[src/design/sopg_div.sv]
`timescale 1ns / 1ps
// Pipelined restoring divider that resolves one quotient bit per stage.
module sopg_div #(
	parameter int NW = 26,
	parameter int DW = 14,
	parameter int QW = 13,
	parameter int SW = 1
) (
	input  logic          clk,
	input  logic          arst_n,
	input  logic          en,
	input  logic          v_i,
	input  logic [NW-1:0] num,
	input  logic [DW-1:0] den,
	input  logic [SW-1:0] sb_i,
	output logic          v_o,
	output logic [QW-1:0] quo,
	output logic [SW-1:0] sb_o
);

	localparam int CW = (NW > DW + QW) ? NW : DW + QW;

	logic [NW-1:0] rem_s [QW];
	logic [DW-1:0] den_s [QW];
	logic [QW-1:0] quo_s [QW];
	logic [SW-1:0] sb_s [QW];
	logic          v_s [QW];

	logic [NW-1:0] rem_n [QW];
	logic [QW-1:0] quo_n [QW];
	logic [DW-1:0] den_p [QW];
	logic [SW-1:0] sb_p [QW];
	logic          v_p [QW];

	always_comb begin
		logic [NW-1:0] r;
		logic [QW-1:0] q;
		logic [CW-1:0] dsh;
		for (int j = 0; j < QW; j++) begin
			if (j == 0) begin
				r = num;
				q = '0;
				den_p[j] = den;
				sb_p[j] = sb_i;
				v_p[j] = v_i;
			end else begin
				r = rem_s[j-1];
				q = quo_s[j-1];
				den_p[j] = den_s[j-1];
				sb_p[j] = sb_s[j-1];
				v_p[j] = v_s[j-1];
			end
			dsh = CW'(den_p[j]) << (QW - 1 - j);
			if (CW'(r) >= dsh) begin
				rem_n[j] = NW'(CW'(r) - dsh);
				quo_n[j] = q | (QW'(1) << (QW - 1 - j));
			end else begin
				rem_n[j] = r;
				quo_n[j] = q;
			end
		end
	end

	always_ff @(posedge clk or negedge arst_n) begin
		if (!arst_n) begin
			for (int j = 0; j < QW; j++) v_s[j] <= 1'b0;
		end else if (en) begin
			for (int j = 0; j < QW; j++) v_s[j] <= v_p[j];
		end
	end

	always_ff @(posedge clk) begin
		if (en) begin
			for (int j = 0; j < QW; j++) begin
				rem_s[j] <= rem_n[j];
				quo_s[j] <= quo_n[j];
				den_s[j] <= den_p[j];
				sb_s[j] <= sb_p[j];
			end
		end
	end

	assign v_o = v_s[QW-1];
	assign quo = quo_s[QW-1];
	assign sb_o = sb_s[QW-1];

endmodule

[config.mk]
export PLATFORM = sky130hd
export DESIGN_NAME = sopg_div
export DESIGN_NICKNAME = d
export VERILOG_FILES = /design/src/design/sopg_div.sv
export SDC_FILE = /design/constraint.sdc
export NUM_CORES = 1
export LEC_CHECK = 0
export BUFFER_PORTS_ARGS = -buffer_cell sky130_fd_sc_hd__buf_2
export CORE_ASPECT_RATIO = 1.5
export CORE_MARGIN = 2
export CORE_UTILIZATION = 41
export DETAILED_ROUTE_END_ITERATION = 10
export PLACE_DENSITY_LB_ADDON = 0.12
export SETUP_SLACK_MARGIN = 0.4
export SLEW_MARGIN = 10
export SYNTH_ARGS = -nofsm -noshare
export SYNTH_HDL_FRONTEND = slang
export SYNTH_SLANG_ARGS = --single-unit
[constraint.sdc]
create_clock -name clk -period 2.9 [get_ports clk]
set_input_delay 0.435 -clock clk [delete_from_list [all_inputs] [get_ports clk]]
set_output_delay 0.435 -clock clk [all_outputs]
set_load 0.02 [all_outputs]
[Word-level counts from Yosys, hierarchy flattened]
Memories as Yosys holds them, arrays and structs flattened.
Index checks and enable logic that the tools add are counted.
Word-level totals
  memories kept: 4
  register bits: 13
  output and inout bits: 15
  memory bits (writable): 702
Cells by class
  multiplexer cells: 28
  add/subtract/negate cells: 13
  order comparisons: 13
Memories
  rem_s: depth 13, width 26, rd ports 12, clocked after memory_dff 0, write ports 13, RTL line 23  | logic [NW-1:0] rem_s [QW];
  den_s: depth 13, width 14, rd ports 12, clocked after memory_dff 0, write ports 13, RTL line 24  | logic [DW-1:0] den_s [QW];
  quo_s: depth 13, width 13, rd ports 13, clocked after memory_dff 0, write ports 13, RTL line 25  | logic [QW-1:0] quo_s [QW];
  sb_s: depth 13, width 1, rd ports 13, clocked after memory_dff 0, write ports 13, RTL line 26  | logic [SW-1:0] sb_s [QW];
Operators with widths (number)
  two-way mux 26 bit: 13
  >= comparator 26 x 14 -> 1 bit: 1
  >= comparator 26 x 15 -> 1 bit: 1
  >= comparator 26 x 16 -> 1 bit: 1
  >= comparator 26 x 17 -> 1 bit: 1
  >= comparator 26 x 18 -> 1 bit: 1
  >= comparator 26 x 19 -> 1 bit: 1
  >= comparator 26 x 20 -> 1 bit: 1
  >= comparator 26 x 21 -> 1 bit: 1
  >= comparator 26 x 22 -> 1 bit: 1
  >= comparator 26 x 23 -> 1 bit: 1
  >= comparator 26 x 24 -> 1 bit: 1
  >= comparator 26 x 25 -> 1 bit: 1
  >= comparator 26 bit: 1
  subtractor 26 x 14 -> 26 bit: 1
  subtractor 26 x 15 -> 26 bit: 1
  subtractor 26 x 16 -> 26 bit: 1
  subtractor 26 x 17 -> 26 bit: 1
  subtractor 26 x 18 -> 26 bit: 1
  subtractor 26 x 19 -> 26 bit: 1
  subtractor 26 x 20 -> 26 bit: 1
  subtractor 26 x 21 -> 26 bit: 1
  subtractor 26 x 22 -> 26 bit: 1
  subtractor 26 x 23 -> 26 bit: 1
  16 further kinds: 18

[Depth between registers and ports, before layout]
  depth in word-level cells: 2
  gate-level depth with buffers: 14
  mapped depth without buffers: 13

[Worst setup path after synthesis]
Ideal clock, no wire load.
  kind: register to register
  start: memory rem_s[5][6] (netlist: rem_s[1][32])
  end: memory rem_s[6][8] (netlist: rem_s[1][60]) (data pin)
  library setup time: 0.270 ns
  path slack: -0.074 ns
  arrival: 2.704 ns
  cell stages (with the launch flop): 15
  path buffers: 1
  data required time: 2.630 ns
  cells stage by stage: edfxtp_1 > inv_1 > ha_1 > inv_1 > fa_1 > a21oi_1 > o21ai_0 > a21oi_1 > a21oi_1 > and4_1 > nor2_1 > clkinv_1 > clkbuf_1 > nor2_1 > a21oi_1
RTL lines (RTL line)
  start: declaration: 23

==> flow_metrics.py <==
metrics = {
    "floorplanning": {
        "fp.dieH_um": 336,
        "dieArea_um2": 75900,
        "start_util_pct": 41.5,
        "core_um2": 72800,
        "pin_count": 60,
        "rows": 121,
        "die_w_um": 226,
    },
    "critical_path": {
        "crit_path_max_fanout": 5,
        "required_ns": 3.28,
        "cp-end-kind": "flip-flop",
        "critical_path_class": "reg -> reg",
        "start_kind": "flip-flop",
        "arrival_ns": 3.39,
        "reg2reg_depth": 9,
    },
    "yosys": {
        "synth_seq_cells": 597,
        "yosysUniqueCellTypes": 81,
        "yosysSeqAreaShare_pct": 59.2,
        "syn_avg_cell_area_um2": 12.2,
        "netlist_instances": 2470,
        "synth_flop_cell": "edfxtp_1",
        "ys_warn_count": 0,
        "synth_edf_count": 584,
        "synth_area_um2": 30200,
        "synth-async-reset-ratio_pct": 2.18,
        "syn_nets": 2709,
    },
    "pwr": {
        "vdd_ir_drop_max_v": 0.000601,
        "power.density_nw_per_um2": 881,
        "power.leakage_nw": 15.9,
    },
    "placement": {
        "postPlaceCellArea_um2": 33700,
        "routabilityCongestion": 0.946,
        "dp_hpwl_mm": 49.9,
        "portBuffers": 59,
    },
    "global_routing": {
        "grt_pass1_wl_mm": 112,
        "grt_pass1_vias": 22523,
        "grt_usage_pct": 19.2,
        "antenna_found_initial": 0,
        "grt_max_degree": 87,
        "grt_overflow_total": 0,
    },
    "cts": {
        "clk_latency_ns": 0.65,
        "cts_buffer_depth": 3,
        "cts_sinks": 597,
        "htreeDepth": 2,
        "clk_pin_slew_ns": 0.06,
        "cts_tree": "yes",
        "cts_made_buffers": 61,
        "root_buffer": "clkbuf_16",
    },
    "layout": {
        "n_antenna_cell": 0,
        "fillers": 5784,
        "drive_gt1_share_pct": 36.4,
        "mostFrequentLayoutCells": "edfxtp_1 (584), buf_4 (258), inv_1 (208), ha_1 (123), nor2_1 (108)",
        "nNetsFinal": 3214,
        "final_area_um2": 41100,
        "final_common_cell": "edfxtp_1",
        "area_delta_synth_final_pct": 36.0,
    },
    "timing": {
        "slew_headroom_pct": 57.3,
        "tightestPinTransition_ns": 0.635,
        "hold-worst-slack_ns": 0.0698,
        "setup_viol": 11,
        "rsz0062_at_grt": "true",
        "setup_ws_ns": -0.110,
        "fmax_mhz": 332,
        "skew_ns": 0.0194,
        "slew_viol_final": 0,
        "fin_crit_ns": 3.01,
        "fin_crit_sh_pct": 104,
        "hold_violations": 0,
    },
    "routing": {
        "via_per_inst": 5.25,
        "dr.pass1.iters": 5,
        "wl_mm": 74.2,
        "drt_iter0_drc": 680,
        "vias": 21031,
        "wire_per_inst_um": 18.5,
        "drc": 0,
        "drtAntennaViolNets": 0,
    },
    "min_path": {
        "worstHoldPathCells": 2,
        "min_path_type": "in -> reg",
    },
    "flow_run": {
        "maxCapViolCount": 0,
    },
    "outcome": {
        "status": "finished, violations left",
        "violations": "setup timing",
    },
}
kinds of logic after synthesis:
family	after synthesis	share of synthesized area, %
fa+ha+maj	194	8.34
simple gates	624	10.4
xor+xnor	175	5.08
flops	597	59.2
compound gates	536	11.1
buf+inv	279	3.57
mux	65	2.40
cells in the mapped netlist, drive strengths merged, types with 4 or more instances:
library cell	number	area share [%]
o31ai	15	0.37
nand4b	6	0.17
or2	15	0.31
a21oi	175	2.9
ha	182	7.5
and4	7	0.20
clkbuf	25	0.31
fa	12	0.80
mux2	60	2.2
and2	6	0.12
nor4b	10	0.33
nand3b	7	0.17
buf	13	0.26
o211ai	8	0.20
nor2	173	2.2
o21ai	142	2.4
or3	13	0.32
xor2	72	2.1
nor3	51	0.85
and3	5	0.10
nand4	29	0.60
o21bai	12	0.30
o21a	29	0.72
o2111ai	4	0.12
edfxtp	584	58
nand3	53	0.90
nand2b	32	0.66
o22ai	4	0.083
a211o	6	0.17
nor4	30	0.62
xnor2	103	3.0
nor2b	28	0.58
mux2i	5	0.17
a21o	44	1.1
inv	240	3.0
o31a	10	0.29
nand2	139	1.7
dfrtp	13	1.1
a21boi	6	0.15
a211oi	27	0.67
a2111oi	7	0.22
a311o	4	0.13
a31oi	14	0.29
or4	9	0.22
power breakdown:
group	leakage (nW)	switching (W)	total [W]	internal, W
Sequential	5.78	0.00137	0.0133	0.0119
Combinational	9.16	0.00741	0.0147	0.00731
Clock	1.00	0.00335	0.00818	0.00483
area by class of cell:
cell class | instances | area (um2) | area share (%)
clock buffers | 71 | 1560 | 3.81
clock inverters | 40 | 497 | 1.21
inverters | 241 | 933 | 2.27
multi-input cells | 1595 | 14400 | 35.0
flip-flops and latches | 597 | 17900 | 43.5
well taps | 984 | 1230 | 3.00
repair buffers | 478 | 4570 | 11.1
repair inverters | 1 | 16.3 | 0.0396
worst max-delay path, stage by stage (launching register included):
cell and delay, ns:
edfxtp_1 0.43, ha_4 0.30, nand3_2 0.08, or2_4 0.25
or4_4 0.49, o211ai_1 0.26, a41oi_4 0.23, or4_4 0.48
a21oi_4 0.14, xor2_1 0.09
sequential cells by signal, indices dropped and copies added, names as in the netlist:
| name | flops |
|---|---|
| rem_s | 312 |
| den_s | 168 |
| sb_s | 13 |
| v_p | 12 |
| quo_s | 91 |
| v_o | 1 |
final timing paths:
kind / start / endpoint / slack, ns
worst min register to register: sb_s[0][6]$_DFFE_PP_ / sb_s[0][7]$_DFFE_PP_ / 0.42
max in group asynchronous: arst_n / v_p[8]$_DFFE_PN0P_ / 2.47
worst min-delay path: den[6] / den_s[0][6]$_DFFE_PP_ / 0.07
worst max-delay path: rem_s[2][61]$_DFFE_PP_ / rem_s[2][100]$_DFFE_PP_ / -0.11
min in group asynchronous: arst_n / v_p[5]$_DFFE_PN0P_ / 0.21
worst max register to register: rem_s[2][61]$_DFFE_PP_ / rem_s[2][100]$_DFFE_PP_ / -0.11
routing by layer:
metal,track usage [%],wire [um]
met1,13.6,20600
met2,42.4,45400
met3,2.37,1870
met4,14.3,6260
met5,0,0
repair_timing:
item                       CTS  global route
buffers inserted           123            55
cloned                      16             5
hold buffers                26             0
setup endpoints to repair  244           246
hold endpoints to repair    38             0
pin swaps                  138           144
resized for setup          364           406
per-stage QoR:
step / power, W / worst slack [ns] / cells / TNS, ns / util [%]
finish: 0.0362 / -0.110 / 4007 / -0.606 / 56.4
global route: 0.0381 / -0.184 / 4007 / -2.55 / 56.4
CTS: 0.0344 / -0.0941 / 3947 / -0.630 / 53.4
detailed placement: 0.0242 / -0.488 / 3671 / -8.32 / 46.3
global placement: 0.0238 / -0.447 / 3671 / -7.20 / 46.3
floorplan: 0.0205 / 0.172 / 2470 / 0 / -
No activity file was read; power rests on OpenSTA's default activity.
